$ cat src/rtl/tmfb_pkg.sv
// Shared types and constants of the thrust mixer with fuel budget.
// Controller states, mode and register codes, and the command and status
// structs between the controller and the datapath. No dependencies.
`default_nettype none

package tmfb_pkg;

	localparam int CFG_W     = 32;
	localparam int CFG_IDX_W = 2;
	localparam int CMD_W     = 8;
	localparam int MAG_W     = 7;
	localparam int SUM_W     = 9;
	localparam int RATE_W    = 12;
	localparam int CAP_W     = 32;
	localparam int SCALE_W   = 10;
	localparam int PCT_W     = 8;
	localparam int PCT_NW    = 40;
	localparam int NPUMP     = 4;

	localparam logic [RATE_W-1:0]  RATE_MAX       = '1;
	localparam logic [MAG_W-1:0]   DEADBAND_RST   = 7'd10;
	localparam logic [MAG_W-1:0]   ROT_THR_RST    = 7'd60;
	localparam logic [CAP_W-1:0]   CAPACITY_RST   = 32'd19980000;
	localparam logic [SCALE_W-1:0] TICK_SCALE_RST = 10'd10;

	typedef enum logic [1:0] {
		MODE_THRUST = 2'd0,
		MODE_TICK   = 2'd1,
		MODE_REMOTE = 2'd2,
		MODE_LOCAL  = 2'd3
	} mode_t;

	typedef enum logic [CFG_IDX_W-1:0] {
		REG_DEADBAND   = 2'd0,
		REG_ROT_THR    = 2'd1,
		REG_CAPACITY   = 2'd2,
		REG_TICK_SCALE = 2'd3
	} reg_idx_t;

	typedef enum logic [3:0] {
		ST_IDLE,
		ST_DISPATCH,
		ST_MIX_SUM,
		ST_PUMP,
		ST_NUM_DIV,
		ST_DUTY_DIV,
		ST_MIX_END,
		ST_TICK_MUL,
		ST_TICK_ADD,
		ST_PCT,
		ST_PCT_DIV,
		ST_DONE
	} state_t;

	typedef struct packed {
		logic capture;
		logic mix_load;
		logic zero_write;
		logic num_start;
		logic duty_start;
		logic duty_write;
		logic rate_write;
		logic tick_mul;
		logic tick_add;
		logic refuel;
		logic pct_start;
		logic pct_zero;
		logic pct_write;
		logic out_load;
	} dp_cmd_t;

	typedef struct packed {
		mode_t mode;
		logic  empty;
		logic  refuel_flag;
		logic  sum_zero;
		logic  last_pump;
		logic  div_done;
		logic  pct_skip;
		logic  out_free;
	} dp_stat_t;

endpackage

`default_nettype wire

$ cat src/rtl/tmfb_if.sv
// Valid/ready channels of the thrust mixer: command words in, result words out.
// Stand-alone; the result channel takes the duty width as a parameter.
`default_nettype none

interface tmfb_cmd_if;
	logic              valid;
	logic              ready;
	logic [1:0]        mode;
	logic signed [7:0] surge;
	logic signed [7:0] sway;
	logic signed [7:0] yaw;
	logic              refuel_flag;

	modport source(output valid, mode, surge, sway, yaw, refuel_flag, input ready);
	modport sink(input valid, mode, surge, sway, yaw, refuel_flag, output ready);
endinterface

interface tmfb_res_if #(parameter int DUTY_W = 10);
	logic              valid;
	logic              ready;
	logic [DUTY_W-1:0] duty_front_left;
	logic [DUTY_W-1:0] duty_front_right;
	logic [DUTY_W-1:0] duty_back_right;
	logic [DUTY_W-1:0] duty_back_left;
	logic [7:0]        fuel_percent;
	logic              out_of_fuel;

	modport source(output valid, duty_front_left, duty_front_right, duty_back_right,
		duty_back_left, fuel_percent, out_of_fuel, input ready);
	modport sink(input valid, duty_front_left, duty_front_right, duty_back_right,
		duty_back_left, fuel_percent, out_of_fuel, output ready);
endinterface

`default_nettype wire

$ cat src/rtl/tmfb_div.sv
// Iterative restoring divider, one quotient bit per cycle.
// Shared by pump normalization and the fuel percentage.
`default_nettype none

module tmfb_div #(
	parameter int NW = 40,
	parameter int DW = 32
) (
	input  logic          clk,
	input  logic          arst_n,
	input  logic          start,
	input  logic [NW-1:0] dividend,
	input  logic [DW-1:0] divisor,
	output logic          done,
	output logic [NW-1:0] quotient
);

	localparam int CNT_W = $clog2(NW);

	logic             busy_q;
	logic             done_q;
	logic [CNT_W-1:0] cnt_q;
	logic [DW-1:0]    rem_q;
	logic [NW-1:0]    quo_q;
	logic [DW-1:0]    dsr_q;
	logic [DW:0]      rem_sh;
	logic [DW:0]      rem_sub;
	logic             fits;

	always_comb begin
		rem_sh  = {rem_q, quo_q[NW-1]};
		fits    = rem_sh >= {1'b0, dsr_q};
		rem_sub = rem_sh - {1'b0, dsr_q};
	end

	always_ff @(posedge clk or negedge arst_n) begin
		if (!arst_n) begin
			busy_q <= 1'b0;
			done_q <= 1'b0;
			cnt_q  <= '0;
		end else if (start) begin
			busy_q <= 1'b1;
			done_q <= 1'b0;
			cnt_q  <= '0;
		end else if (busy_q) begin
			cnt_q <= cnt_q + CNT_W'(1);
			if (cnt_q == CNT_W'(NW - 1)) begin
				busy_q <= 1'b0;
				done_q <= 1'b1;
			end
		end else begin
			done_q <= 1'b0;
		end
	end

	always_ff @(posedge clk) begin
		if (start) begin
			rem_q <= '0;
			quo_q <= dividend;
			dsr_q <= divisor;
		end else if (busy_q) begin
			rem_q <= fits ? rem_sub[DW-1:0] : rem_sh[DW-1:0];
			quo_q <= {quo_q[NW-2:0], fits};
		end
	end

	assign done     = done_q;
	assign quotient = quo_q;

endmodule

`default_nettype wire

$ cat src/rtl/tmfb_dp.sv
// Datapath: configuration registers, command capture, axis mixing, pump
// normalization, fuel accounting and the result register. Uses tmfb_pkg, tmfb_div.
`default_nettype none

module tmfb_dp #(
	parameter int PWM_TOP = 999,
	parameter int DUTY_W  = 10
) (
	input  logic                                clk,
	input  logic                                arst_n,
	input  tmfb_pkg::dp_cmd_t                   cmd_c,
	output tmfb_pkg::dp_stat_t                  stat,
	input  logic [1:0]                          in_mode,
	input  logic signed [7:0]                   in_surge,
	input  logic signed [7:0]                   in_sway,
	input  logic signed [7:0]                   in_yaw,
	input  logic                                in_refuel_flag,
	input  logic                                cfg_we,
	input  logic [tmfb_pkg::CFG_IDX_W-1:0]      cfg_idx,
	input  logic [tmfb_pkg::CFG_W-1:0]          cfg_wdata,
	input  logic                                res_ready,
	output logic                                res_valid,
	output logic [DUTY_W-1:0]                   duty_fl,
	output logic [DUTY_W-1:0]                   duty_fr,
	output logic [DUTY_W-1:0]                   duty_br,
	output logic [DUTY_W-1:0]                   duty_bl,
	output logic [tmfb_pkg::PCT_W-1:0]          pct,
	output logic                                empty
);

	import tmfb_pkg::*;

	localparam int SCALE3  = 3 * PWM_TOP;
	localparam int NUM_MAX = 3 * 127 * SCALE3;
	localparam int NUM_W   = $clog2(NUM_MAX + 1);
	localparam int X_W     = NUM_W + 3;
	localparam int DIV_NW  = (X_W > PCT_NW) ? X_W : PCT_NW;
	localparam int PROD_W  = SCALE_W + RATE_W;

	// divide by ten as a reciprocal multiply: ceil(2^23/10), exact below 2^22
	localparam int RECIP_W  = 20;
	localparam int RECIP_SH = 23;
	localparam int DPROD_W  = X_W + RECIP_W;
	localparam logic [RECIP_W-1:0] RECIP_TEN = RECIP_W'(838861);

	localparam logic [CAP_W-1:0] DSR_N1  = CAP_W'(127);
	localparam logic [CAP_W-1:0] DSR_N2  = CAP_W'(127 * 2);
	localparam logic [CAP_W-1:0] DSR_N3  = CAP_W'(127 * 2 * 3);
	localparam logic [CAP_W-1:0] DSR_N4  = CAP_W'(127 * 3 * 4);

	function automatic logic [MAG_W-1:0] mag_of(input logic [CMD_W-1:0] raw);
		logic [CMD_W-1:0] neg;
		neg = ~raw + CMD_W'(1);
		if (!raw[CMD_W-1])
			mag_of = raw[MAG_W-1:0];
		else if (neg[CMD_W-1])
			mag_of = '1;
		else
			mag_of = neg[MAG_W-1:0];
	endfunction

	// configuration and architectural state
	logic [MAG_W-1:0]   deadband_q;
	logic [MAG_W-1:0]   rot_thr_q;
	logic [CAP_W-1:0]   capacity_q;
	logic [SCALE_W-1:0] tick_scale_q;
	logic               empty_q;
	logic [CAP_W-1:0]   used_q;
	logic [RATE_W-1:0]  rate_q;
	logic [DUTY_W-1:0]  duty_q [NPUMP];
	logic [1:0]         pump_q;
	logic [RATE_W-1:0]  rate_acc_q;
	logic               out_valid_q;

	// captured command and working registers
	logic [1:0]         mode_q;
	logic [CMD_W-1:0]   surge_q;
	logic [CMD_W-1:0]   sway_q;
	logic [CMD_W-1:0]   yaw_q;
	logic               flag_q;
	logic [SUM_W-1:0]   sum_q [NPUMP];
	logic [2:0]         n_q;
	logic [PROD_W-1:0]  prod_q;
	logic [X_W-1:0]     x_q;
	logic [PCT_W-1:0]   pct_q;
	logic [DUTY_W-1:0]  out_duty_q [NPUMP];
	logic [PCT_W-1:0]   out_pct_q;
	logic               out_empty_q;

	// mixing
	logic [MAG_W-1:0]   mag_s, mag_w, mag_y;
	logic               act_s, act_w, act_y;
	logic [1:0]         k;
	logic [SUM_W-1:0]   share3;
	logic [MAG_W-1:0]   share;
	logic [SUM_W-1:0]   s_fwd, s_aft, w_rgt, w_lft, y_cw, y_ccw;
	logic [SUM_W-1:0]   sum_c [NPUMP];
	logic [2:0]         n_c;

	// normalization and fuel
	logic [SUM_W-1:0]   cur_sum;
	logic [NUM_W-1:0]   num;
	logic [CAP_W-1:0]   dsr_sel;
	logic [NUM_W-1:0]   t;
	logic [X_W-1:0]     x;
	logic [NUM_W:0]     rate_sum;
	logic [DPROD_W-1:0] duty_prod;
	logic [NUM_W-1:0]   duty_quo;
	logic [DUTY_W-1:0]  duty_new;
	logic [CAP_W:0]     used_sum;
	logic [CAP_W-1:0]   used_new;
	logic [CAP_W-1:0]   diff;
	logic [PCT_NW-1:0]  pct_num;

	// divider port
	logic               div_start;
	logic [DIV_NW-1:0]  div_dividend;
	logic [CAP_W-1:0]   div_divisor;
	logic               div_done;
	logic [DIV_NW-1:0]  quo;

	always_comb begin
		mag_s = mag_of(surge_q);
		mag_w = mag_of(sway_q);
		mag_y = mag_of(yaw_q);
		act_s = mag_s > deadband_q;
		act_w = mag_w > deadband_q;
		act_y = mag_y > deadband_q;
		k = {1'b0, act_s && (mag_s >= rot_thr_q)} + {1'b0, act_w && (mag_w >= rot_thr_q)};
		share3 = {2'b00, mag_y} + {1'b0, mag_y, 1'b0};
		unique case (k)
			2'd0:    share = mag_y;
			2'd1:    share = share3[SUM_W-1:2];
			default: share = {1'b0, mag_y[MAG_W-1:1]};
		endcase
		// surge+ feeds the back pair, sway+ the right pair, yaw+ front right/back left
		s_aft = (act_s && !surge_q[CMD_W-1]) ? SUM_W'(mag_s) : '0;
		s_fwd = (act_s &&  surge_q[CMD_W-1]) ? SUM_W'(mag_s) : '0;
		w_rgt = (act_w && !sway_q[CMD_W-1])  ? SUM_W'(mag_w) : '0;
		w_lft = (act_w &&  sway_q[CMD_W-1])  ? SUM_W'(mag_w) : '0;
		y_cw  = (act_y && !yaw_q[CMD_W-1])   ? SUM_W'(share) : '0;
		y_ccw = (act_y &&  yaw_q[CMD_W-1])   ? SUM_W'(share) : '0;
		sum_c[0] = s_fwd + w_lft + y_ccw;
		sum_c[1] = s_fwd + w_rgt + y_cw;
		sum_c[2] = s_aft + w_rgt + y_ccw;
		sum_c[3] = s_aft + w_lft + y_cw;
		n_c = 3'(sum_c[0] != '0) + 3'(sum_c[1] != '0) + 3'(sum_c[2] != '0)
			+ 3'(sum_c[3] != '0);
	end

	always_comb begin
		cur_sum = sum_q[pump_q];
		num     = NUM_W'(cur_sum) * NUM_W'(SCALE3);
		unique case (n_q)
			3'd4:    dsr_sel = DSR_N4;
			3'd3:    dsr_sel = DSR_N3;
			3'd2:    dsr_sel = DSR_N2;
			default: dsr_sel = DSR_N1;
		endcase
		t         = quo[NUM_W-1:0];
		x         = X_W'({t, 3'b000}) - X_W'(t) + X_W'(SCALE3);
		rate_sum  = (NUM_W + 1)'(rate_acc_q) + (NUM_W + 1)'(t);
		duty_prod = DPROD_W'(x_q) * DPROD_W'(RECIP_TEN);
		duty_quo  = duty_prod[DPROD_W-1:RECIP_SH];
		duty_new  = (duty_quo > NUM_W'(PWM_TOP)) ? DUTY_W'(PWM_TOP) : duty_quo[DUTY_W-1:0];
		used_sum  = (CAP_W + 1)'(used_q) + (CAP_W + 1)'(prod_q);
		used_new  = used_sum[CAP_W] ? '1 : used_sum[CAP_W-1:0];
		diff      = capacity_q - used_q;
		pct_num   = {diff, 8'h00} - PCT_NW'(diff);
	end

	always_comb begin
		div_start = cmd_c.num_start || cmd_c.pct_start;
		priority if (cmd_c.num_start) begin
			div_dividend = DIV_NW'(num);
			div_divisor  = dsr_sel;
		end else begin
			div_dividend = DIV_NW'(pct_num);
			div_divisor  = capacity_q;
		end
	end

	tmfb_div #(
		.NW(DIV_NW),
		.DW(CAP_W)
	) u_div (
		.clk     (clk),
		.arst_n  (arst_n),
		.start   (div_start),
		.dividend(div_dividend),
		.divisor (div_divisor),
		.done    (div_done),
		.quotient(quo)
	);

	always_ff @(posedge clk or negedge arst_n) begin
		if (!arst_n) begin
			deadband_q   <= DEADBAND_RST;
			rot_thr_q    <= ROT_THR_RST;
			capacity_q   <= CAPACITY_RST;
			tick_scale_q <= TICK_SCALE_RST;
			empty_q      <= 1'b0;
			used_q       <= '0;
			rate_q       <= '0;
			for (int i = 0; i < NPUMP; i++) duty_q[i] <= '0;
			pump_q       <= '0;
			rate_acc_q   <= '0;
			out_valid_q  <= 1'b0;
		end else begin
			if (cfg_we) begin
				unique case (reg_idx_t'(cfg_idx))
					REG_DEADBAND:   deadband_q   <= cfg_wdata[MAG_W-1:0];
					REG_ROT_THR:    rot_thr_q    <= cfg_wdata[MAG_W-1:0];
					REG_CAPACITY:   capacity_q   <= cfg_wdata[CAP_W-1:0];
					REG_TICK_SCALE: tick_scale_q <= cfg_wdata[SCALE_W-1:0];
					default: ;
				endcase
			end
			if (cmd_c.mix_load) begin
				pump_q     <= '0;
				rate_acc_q <= '0;
			end
			if (cmd_c.zero_write) begin
				duty_q[pump_q] <= '0;
				pump_q         <= pump_q + 2'd1;
			end
			if (cmd_c.duty_start)
				rate_acc_q <= (rate_sum > (NUM_W + 1)'(RATE_MAX)) ? RATE_MAX
					: rate_sum[RATE_W-1:0];
			if (cmd_c.duty_write) begin
				duty_q[pump_q] <= duty_new;
				pump_q         <= pump_q + 2'd1;
			end
			if (cmd_c.rate_write)
				rate_q <= rate_acc_q;
			if (cmd_c.tick_add) begin
				used_q <= used_new;
				// tank runs dry: stop all pumps
				if (used_new >= capacity_q) begin
					empty_q <= 1'b1;
					rate_q  <= '0;
					for (int i = 0; i < NPUMP; i++) duty_q[i] <= '0;
				end
			end
			if (cmd_c.refuel) begin
				empty_q <= 1'b0;
				used_q  <= '0;
			end
			if (cmd_c.out_load)
				out_valid_q <= 1'b1;
			else if (res_ready)
				out_valid_q <= 1'b0;
		end
	end

	always_ff @(posedge clk) begin
		if (cmd_c.capture) begin
			mode_q  <= in_mode;
			surge_q <= in_surge;
			sway_q  <= in_sway;
			yaw_q   <= in_yaw;
			flag_q  <= in_refuel_flag;
		end
		if (cmd_c.mix_load) begin
			for (int i = 0; i < NPUMP; i++) sum_q[i] <= sum_c[i];
			n_q <= n_c;
		end
		if (cmd_c.duty_start)
			x_q <= x;
		if (cmd_c.tick_mul)
			prod_q <= PROD_W'(tick_scale_q) * PROD_W'(rate_q);
		if (cmd_c.pct_zero)
			pct_q <= '0;
		else if (cmd_c.pct_write)
			pct_q <= quo[PCT_W-1:0];
		if (cmd_c.out_load) begin
			for (int i = 0; i < NPUMP; i++) out_duty_q[i] <= duty_q[i];
			out_pct_q   <= pct_q;
			out_empty_q <= empty_q;
		end
	end

	always_comb begin
		stat.mode        = mode_t'(mode_q);
		stat.empty       = empty_q;
		stat.refuel_flag = flag_q;
		stat.sum_zero    = cur_sum == '0;
		stat.last_pump   = pump_q == 2'd3;
		stat.div_done    = div_done;
		stat.pct_skip    = empty_q || (capacity_q == '0) || (used_q > capacity_q);
		stat.out_free    = !out_valid_q || res_ready;
	end

	assign res_valid = out_valid_q;
	assign duty_fl   = out_duty_q[0];
	assign duty_fr   = out_duty_q[1];
	assign duty_br   = out_duty_q[2];
	assign duty_bl   = out_duty_q[3];
	assign pct       = out_pct_q;
	assign empty     = out_empty_q;

endmodule

`default_nettype wire

$ cat src/rtl/tmfb_ctrl.sv
// Controller state machine: sequences capture, mixing, pump normalization,
// fuel ticks, refuel and the percentage divide. Uses tmfb_pkg.
`default_nettype none

module tmfb_ctrl (
	input  logic               clk,
	input  logic               arst_n,
	input  logic               cmd_valid,
	output logic               cmd_ready,
	input  tmfb_pkg::dp_stat_t stat,
	output tmfb_pkg::dp_cmd_t  cmd_c
);

	import tmfb_pkg::*;

	state_t state_q;
	state_t state_d;

	always_ff @(posedge clk or negedge arst_n) begin
		if (!arst_n)
			state_q <= ST_IDLE;
		else
			state_q <= state_d;
	end

	always_comb begin
		state_d   = state_q;
		cmd_c     = '0;
		cmd_ready = 1'b0;
		unique case (state_q)
			ST_IDLE: begin
				cmd_ready = 1'b1;
				if (cmd_valid) begin
					cmd_c.capture = 1'b1;
					state_d       = ST_DISPATCH;
				end
			end
			ST_DISPATCH: begin
				unique case (stat.mode)
					MODE_THRUST: state_d = stat.empty ? ST_PCT : ST_MIX_SUM;
					MODE_TICK:   state_d = stat.empty ? ST_PCT : ST_TICK_MUL;
					MODE_REMOTE: begin
						cmd_c.refuel = stat.empty || stat.refuel_flag;
						state_d      = ST_PCT;
					end
					MODE_LOCAL: begin
						cmd_c.refuel = stat.empty;
						state_d      = ST_PCT;
					end
					default: state_d = ST_PCT;
				endcase
			end
			ST_MIX_SUM: begin
				cmd_c.mix_load = 1'b1;
				state_d        = ST_PUMP;
			end
			ST_PUMP: begin
				// idle pumps skip the divide and the duty multiply
				if (stat.sum_zero) begin
					cmd_c.zero_write = 1'b1;
					state_d          = stat.last_pump ? ST_MIX_END : ST_PUMP;
				end else begin
					cmd_c.num_start = 1'b1;
					state_d         = ST_NUM_DIV;
				end
			end
			ST_NUM_DIV: begin
				if (stat.div_done) begin
					cmd_c.duty_start = 1'b1;
					state_d          = ST_DUTY_DIV;
				end
			end
			ST_DUTY_DIV: begin
				cmd_c.duty_write = 1'b1;
				state_d          = stat.last_pump ? ST_MIX_END : ST_PUMP;
			end
			ST_MIX_END: begin
				cmd_c.rate_write = 1'b1;
				state_d          = ST_PCT;
			end
			ST_TICK_MUL: begin
				cmd_c.tick_mul = 1'b1;
				state_d        = ST_TICK_ADD;
			end
			ST_TICK_ADD: begin
				cmd_c.tick_add = 1'b1;
				state_d        = ST_PCT;
			end
			ST_PCT: begin
				if (stat.pct_skip) begin
					cmd_c.pct_zero = 1'b1;
					state_d        = ST_DONE;
				end else begin
					cmd_c.pct_start = 1'b1;
					state_d         = ST_PCT_DIV;
				end
			end
			ST_PCT_DIV: begin
				if (stat.div_done) begin
					cmd_c.pct_write = 1'b1;
					state_d         = ST_DONE;
				end
			end
			ST_DONE: begin
				// hold until the result register is free
				if (stat.out_free) begin
					cmd_c.out_load = 1'b1;
					state_d        = ST_IDLE;
				end
			end
			default: state_d = ST_IDLE;
		endcase
	end

endmodule

`default_nettype wire

$ cat src/rtl/thrust_mixer_fuel_budget.sv
// Top level of the thrust mixer with fuel budget: controller and datapath.
// Uses tmfb_pkg, tmfb_if, tmfb_ctrl and tmfb_dp (which holds tmfb_div).
//
// channel  direction  handshake            word
// cmd      in         cmd.valid/cmd.ready  mode, surge, sway, yaw, refuel_flag
// res      out        res.valid/res.ready  four duties, fuel_percent, out_of_fuel
// cfg      in         cfg_we               cfg_idx, cfg_wdata (no read-back)
//
// One command word at a time. Pump normalization and the fuel percentage share one
// restoring divider of 40 quotient bits; the scale to duty is a reciprocal multiply.
// A zero percentage (empty tank, zero capacity, fuel past capacity) skips the
// percentage divide; a thrust or tick while empty goes straight to the percentage.
// The next word is taken as soon as the previous result sits in the output
// register; a stalled result holds and blocks the following word at its end.
// Reset clears all fuel state and duties and loads the register defaults.
`default_nettype none

module thrust_mixer_fuel_budget #(
	parameter int PWM_TOP = 999
) (
	input  logic                           clk,
	input  logic                           arst_n,
	tmfb_cmd_if.sink                       cmd,
	tmfb_res_if.source                     res,
	input  logic                           cfg_we,
	input  logic [tmfb_pkg::CFG_IDX_W-1:0] cfg_idx,
	input  logic [tmfb_pkg::CFG_W-1:0]     cfg_wdata
);

	import tmfb_pkg::*;

	localparam int DUTY_W = $clog2(PWM_TOP + 1);

	dp_cmd_t           dcmd;
	dp_stat_t          dstat;
	logic [DUTY_W-1:0] duty_fl, duty_fr, duty_br, duty_bl;
	logic [PCT_W-1:0]  pct;
	logic              empty;
	logic              res_valid;

	tmfb_ctrl u_ctrl (
		.clk      (clk),
		.arst_n   (arst_n),
		.cmd_valid(cmd.valid),
		.cmd_ready(cmd.ready),
		.stat     (dstat),
		.cmd_c    (dcmd)
	);

	tmfb_dp #(
		.PWM_TOP(PWM_TOP),
		.DUTY_W (DUTY_W)
	) u_dp (
		.clk           (clk),
		.arst_n        (arst_n),
		.cmd_c         (dcmd),
		.stat          (dstat),
		.in_mode       (cmd.mode),
		.in_surge      (cmd.surge),
		.in_sway       (cmd.sway),
		.in_yaw        (cmd.yaw),
		.in_refuel_flag(cmd.refuel_flag),
		.cfg_we        (cfg_we),
		.cfg_idx       (cfg_idx),
		.cfg_wdata     (cfg_wdata),
		.res_ready     (res.ready),
		.res_valid     (res_valid),
		.duty_fl       (duty_fl),
		.duty_fr       (duty_fr),
		.duty_br       (duty_br),
		.duty_bl       (duty_bl),
		.pct           (pct),
		.empty         (empty)
	);

	assign res.valid            = res_valid;
	assign res.duty_front_left  = duty_fl;
	assign res.duty_front_right = duty_fr;
	assign res.duty_back_right  = duty_br;
	assign res.duty_back_left   = duty_bl;
	assign res.fuel_percent     = pct;
	assign res.out_of_fuel      = empty;

	a_empty_stops_pumps: assert property (@(posedge clk) disable iff (!arst_n)
		res_valid && empty |-> duty_fl == '0 && duty_fr == '0 && duty_br == '0
			&& duty_bl == '0 && pct == '0)
		else $error("pump running or fuel shown while out of fuel");

	a_duty_in_range: assert property (@(posedge clk) disable iff (!arst_n)
		res_valid |-> duty_fl <= DUTY_W'(PWM_TOP) && duty_fr <= DUTY_W'(PWM_TOP)
			&& duty_br <= DUTY_W'(PWM_TOP) && duty_bl <= DUTY_W'(PWM_TOP))
		else $error("duty above PWM period");

	a_one_divide: assert property (@(posedge clk) disable iff (!arst_n)
		$onehot0({dcmd.num_start, dcmd.pct_start}))
		else $error("divider started for two operations at once");

	a_no_overwrite: assert property (@(posedge clk) disable iff (!arst_n)
		dcmd.out_load |-> !res_valid || res.ready)
		else $error("result register loaded over a waiting word");

endmodule

`default_nettype wire

$ cat src/flat_wrapper.sv
// flat-port wrapper written by rule: the top's interface ports become plain ports
module thrust_mixer_fuel_budget_flat import tmfb_pkg::*;
#(
	parameter int PWM_TOP = 999
)
  (clk, arst_n, cfg_we, cfg_idx, cfg_wdata, cmd_valid, cmd_mode, cmd_surge, cmd_sway, cmd_yaw, cmd_refuel_flag, cmd_ready, res_valid, res_duty_front_left, res_duty_front_right, res_duty_back_right, res_duty_back_left, res_fuel_percent, res_out_of_fuel, res_ready);
  tmfb_cmd_if cmd_i ();
  tmfb_res_if #(.DUTY_W(10)) res_i ();
  input  logic clk;
  input  logic arst_n;
  input  logic cfg_we;
  input  logic [tmfb_pkg::CFG_IDX_W-1:0] cfg_idx;
  input  logic [tmfb_pkg::CFG_W-1:0] cfg_wdata;
  input wire logic [$bits(cmd_i.valid)-1:0] cmd_valid;
  input wire logic [$bits(cmd_i.mode)-1:0] cmd_mode;
  input wire logic [$bits(cmd_i.surge)-1:0] cmd_surge;
  input wire logic [$bits(cmd_i.sway)-1:0] cmd_sway;
  input wire logic [$bits(cmd_i.yaw)-1:0] cmd_yaw;
  input wire logic [$bits(cmd_i.refuel_flag)-1:0] cmd_refuel_flag;
  output wire logic [$bits(cmd_i.ready)-1:0] cmd_ready;
  output wire logic [$bits(res_i.valid)-1:0] res_valid;
  output wire logic [$bits(res_i.duty_front_left)-1:0] res_duty_front_left;
  output wire logic [$bits(res_i.duty_front_right)-1:0] res_duty_front_right;
  output wire logic [$bits(res_i.duty_back_right)-1:0] res_duty_back_right;
  output wire logic [$bits(res_i.duty_back_left)-1:0] res_duty_back_left;
  output wire logic [$bits(res_i.fuel_percent)-1:0] res_fuel_percent;
  output wire logic [$bits(res_i.out_of_fuel)-1:0] res_out_of_fuel;
  input wire logic [$bits(res_i.ready)-1:0] res_ready;
  assign cmd_i.valid = cmd_valid;
  assign cmd_i.mode = cmd_mode;
  assign cmd_i.surge = cmd_surge;
  assign cmd_i.sway = cmd_sway;
  assign cmd_i.yaw = cmd_yaw;
  assign cmd_i.refuel_flag = cmd_refuel_flag;
  assign cmd_ready = cmd_i.ready;
  assign res_valid = res_i.valid;
  assign res_duty_front_left = res_i.duty_front_left;
  assign res_duty_front_right = res_i.duty_front_right;
  assign res_duty_back_right = res_i.duty_back_right;
  assign res_duty_back_left = res_i.duty_back_left;
  assign res_fuel_percent = res_i.fuel_percent;
  assign res_out_of_fuel = res_i.out_of_fuel;
  assign res_i.ready = res_ready;
  thrust_mixer_fuel_budget #(.PWM_TOP(PWM_TOP)) u_core (.clk(clk), .arst_n(arst_n), .cmd(cmd_i), .res(res_i), .cfg_we(cfg_we), .cfg_idx(cfg_idx), .cfg_wdata(cfg_wdata));
endmodule
$ cat config.mk
export PLATFORM = sky130hd
export DESIGN_NAME = thrust_mixer_fuel_budget_flat
export DESIGN_NICKNAME = d
export VERILOG_FILES = /design/src/rtl/tmfb_pkg.sv /design/src/rtl/tmfb_if.sv /design/src/rtl/tmfb_div.sv /design/src/rtl/tmfb_dp.sv /design/src/rtl/tmfb_ctrl.sv /design/src/rtl/thrust_mixer_fuel_budget.sv /design/src/flat_wrapper.sv
export SDC_FILE = /design/constraint.sdc
export NUM_CORES = 2
export LEC_CHECK = 0
export BUFFER_PORTS_ARGS = -buffer_cell sky130_fd_sc_hd__buf_2
export CORE_MARGIN = 2
export CORE_UTILIZATION = 29
export CTS_BUF_LIST = sky130_fd_sc_hd__clkbuf_16
export CTS_CLUSTER_SIZE = 20
export DETAILED_ROUTE_END_ITERATION = 16
export PLACE_DENSITY_LB_ADDON = 0.3
export SYNTH_ARGS = -nofsm -noshare
export SYNTH_HDL_FRONTEND = slang
export SYNTH_HIERARCHICAL = 1
export SYNTH_SLANG_ARGS = --single-unit
export TNS_END_PERCENT = 50
$ cat constraint.sdc
create_clock -name clk -period 9.8 [get_ports clk]
set_input_delay 1.96 -clock clk [delete_from_list [all_inputs] [get_ports clk]]
set_output_delay 1.96 -clock clk [all_outputs]
set_load 0.01 [all_outputs]
==> impl_metrics.tcl <==
set metrics [dict create \
    synth_fp_nets 5534 \
    clk_latency_ns 0.68 \
    nets 5595 \
    ys_top_cells_by_area "ha_1, edfxtp_1, fa_1" \
    hold-path-endpoint "u_core/u_dp/out_duty_q[2][1]$_DFFE_PP_" \
    ys_warn_count 6 \
    grtUsageTotal 0.146 \
    htreeDepth 2 \
    gr-usage-met1 0.191 \
    routed_via_density 4.77 \
    drtIter0Drc 1739 \
    cts_tree "yes" \
    rr_worst_depth 25 \
    slew_headroom 0.248 \
    synthArstFlopShare 0.381 \
    setup_viol 0 \
    coreArea_sq_um 151000 \
    nFillCells 15637 \
    wl_um 114000 \
    grt_pass1_wl_um 183000 \
    worst-setup-path-type "flop to flop" \
    cts_hold_buffers 0 \
    yosysSeqAreaShare 0.273 \
    syn_to_final_growth_pct 10.4 \
    worst_hold_slack_ns 0.455 \
    clock_tree.root_cell "clkbuf_16" \
    fp-row-count 143 \
    clockBufferDepth 3 \
    cts_setup_buffers 0 \
    cts.clk_slew.worst_paths_ns 0.07 \
    die-area_sq_um 155000 \
    drv_slew 0 \
    r2r_setup_slack_ns 1.62 \
    synthXorXnorAreaFrac 0.0451 \
    hold_viol 0 \
    crit_start "u_core/u_dp/x_q[8]$_DFFE_PP_" \
    r2r-start "u_core/u_dp/x_q[8]$_DFFE_PP_" \
    worstHoldStart "u_core/u_dp/duty_q[11]$_DFF_PN0_" \
    gp_congestion 0.889 \
    grt_busiest_layer "met2" \
    cp.required_ns 10.38 \
    first_global_vias 32870 \
    synth_ff_type "edfxtp_1" \
    io_buffer_count 116 \
    max-cap-violations 0 \
    synthCells 4543 \
    drc 0 \
    synth_compound_area_frac 0.130 \
    fp.dieW_um 394 \
    worst_setup_path_end_kind "flop" \
    hp-class "flop to flop" \
    fin_skew_ns 0.0593 \
    use_met3 0.0149 \
    post-synth-top-count-cell "inv_1" \
    ys_seq_elements 441 \
    critPathLaunchType "flop" \
    die_h_um 394 \
    synthSimpleGateAreaFrac 0.119 \
    detail-route-antenna-nets 0 \
    dpl.hpwl_um 92700 \
    drive_above_1_share 0.0891 \
    use_met2 0.254 \
    cts_resized 0 \
    synth-edff-count 233 \
    drt_first_pass_iters 5 \
    wl_per_cell_um 17.0 \
    diodes 0 \
    via_count 31864 \
    synthMuxAreaShare 0.0410 \
    start_util 0.291 \
    ys_types 103 \
    syn-cell-area_sq_um 44000 \
    arrival_ns 8.76 \
    period_share 0.835 \
    grt_max_degree 95 \
    finalSetupTns_ns 0 \
    whs_path_depth 0 \
    cts_made_buffers 52 \
    clock_sinks 441 \
    gr-total-overflow 0 \
    tightest_slew_ns 1.13 \
    crit_fanout 34 \
    yosys.area.top_type "ha_1" \
    synthAdderAreaFrac 0.318 \
    r2r-end "u_core/u_dp/duty_q[23]$_DFF_PN0_" \
    fin_crit_ns 8.18 \
    grt_setup_unrepaired "false" \
    netlist.area_leader.share 0.171 \
    synth_top_family_by_area "adder cells" \
    ioPinCount 117 \
    syn_avg_cell_area_sq_um 9.70 \
    regArea_sq_um 12000 \
    yosys-top-cells-count "inv_1, ha_1, fa_1" \
    outcome "completed" \
    fmax_mhz 122 \
    grt_antenna_before_repair 0 \
    multiInputGateArea_sq_um 28800 \
]
[layout make-up]
| cell class | instances | area share |
|---|---|---|
| clock buffer | 53 | 0.0273 |
| clock inverter | 45 | 0.0103 |
| inverter | 723 | 0.0558 |
| multi-input combinational | 3247 | 0.592 |
| sequential | 441 | 0.247 |
| tap | 2030 | 0.0522 |
| timing repair buffer | 139 | 0.0157 |
[worst max path at each step]
stage               cells past startpoint  slack [ns]                               end
floorplan                              25        2.66  u_core/u_dp/duty_q[14]$_DFF_PN0_
global placement                       25        1.81  u_core/u_dp/duty_q[23]$_DFF_PN0_
detailed placement                     25        1.69   u_core/u_dp/duty_q[3]$_DFF_PN0_
CTS                                    25        1.63  u_core/u_dp/duty_q[23]$_DFF_PN0_
global route                           25        1.11  u_core/u_dp/duty_q[23]$_DFF_PN0_
finish                                 25        1.62  u_core/u_dp/duty_q[23]$_DFF_PN0_
[cell usage in the layout (no fill, tap or decap), types with 131 or more instances in the layout]
| cell type | instances |
|---|---|
| inv_1 | 724 |
| ha_1 | 602 |
| fa_1 | 323 |
| nand2_1 | 281 |
| nor2_1 | 271 |
| a21oi_1 | 271 |
| edfxtp_1 | 233 |
| o21ai_0 | 156 |
| dfrtp_1 | 147 |
| xnor2_1 | 131 |
[cells by family after synthesis]
family | count (synthesis)
muxes | 157
DFF | 441
buffers and inverters | 855
adders and majority gates | 925
and+or+nand+nor | 1064
xor gates and xnor gates | 226
AOI/OAI and AO/OA | 875
[per-layer routing]
metal | vias to the layer above | share of wire
met5 | - | 0
met3 | 112 | 0.031
met1 | 15508 | 0.46
met4 | 0 | 0.026
li1 | 15743 | -
met2 | 501 | 0.49
[metrics by stage]
step                       util  worst slack, ns  area, sq um  instances
after CTS                 0.321             1.63        48600       6678
after global routing      0.321             1.11        48600       6678
after floorplan               -             2.66        44000       4543
final                     0.321             1.62        48600       6678
after detailed placement  0.309             1.69        46800       6580
after global placement    0.309             1.81        46800       6580
[sequential cells by signal, indices dropped and copies added (netlist names), 22 cells and up]
name,cells
u_core/u_dp/duty_q,40
u_core/u_dp/out_duty_q,40
u_core/u_dp/capacity_q,32
u_core/u_dp/x_q,24
u_core/u_dp/prod_q,22
u_core/u_dp/u_div/rem_q,32
u_core/u_dp/sum_q,36
u_core/u_dp/used_q,32
u_core/u_dp/u_div/dsr_q,32
u_core/u_dp/u_div/quotient,40
[critical path, cell delays in order (launching register included)]
cell	delay [ns]
edfxtp_1	0.52
ha_1	0.36
inv_1	0.11
fa_1	0.55
inv_1	0.06
fa_1	0.50
fa_1	0.55
fa_1	0.52
fa_1	0.55
inv_1	0.05
fa_1	0.49
inv_1	0.04
ha_1	0.33
a21o_1	0.19
a21oi_1	0.21
o2111ai_1	0.21
or4b_1	0.53
a41oi_2	0.31
o21ai_2	0.11
xnor2_2	0.29
nor4_1	0.12
a211oi_1	0.24
and4_1	0.21
buf_4	0.33
or3b_1	0.48
o22ai_1	0.22
Power is not shown: default switching activity piles up to over one toggle a cycle in this logic, so the estimate is an artifact.
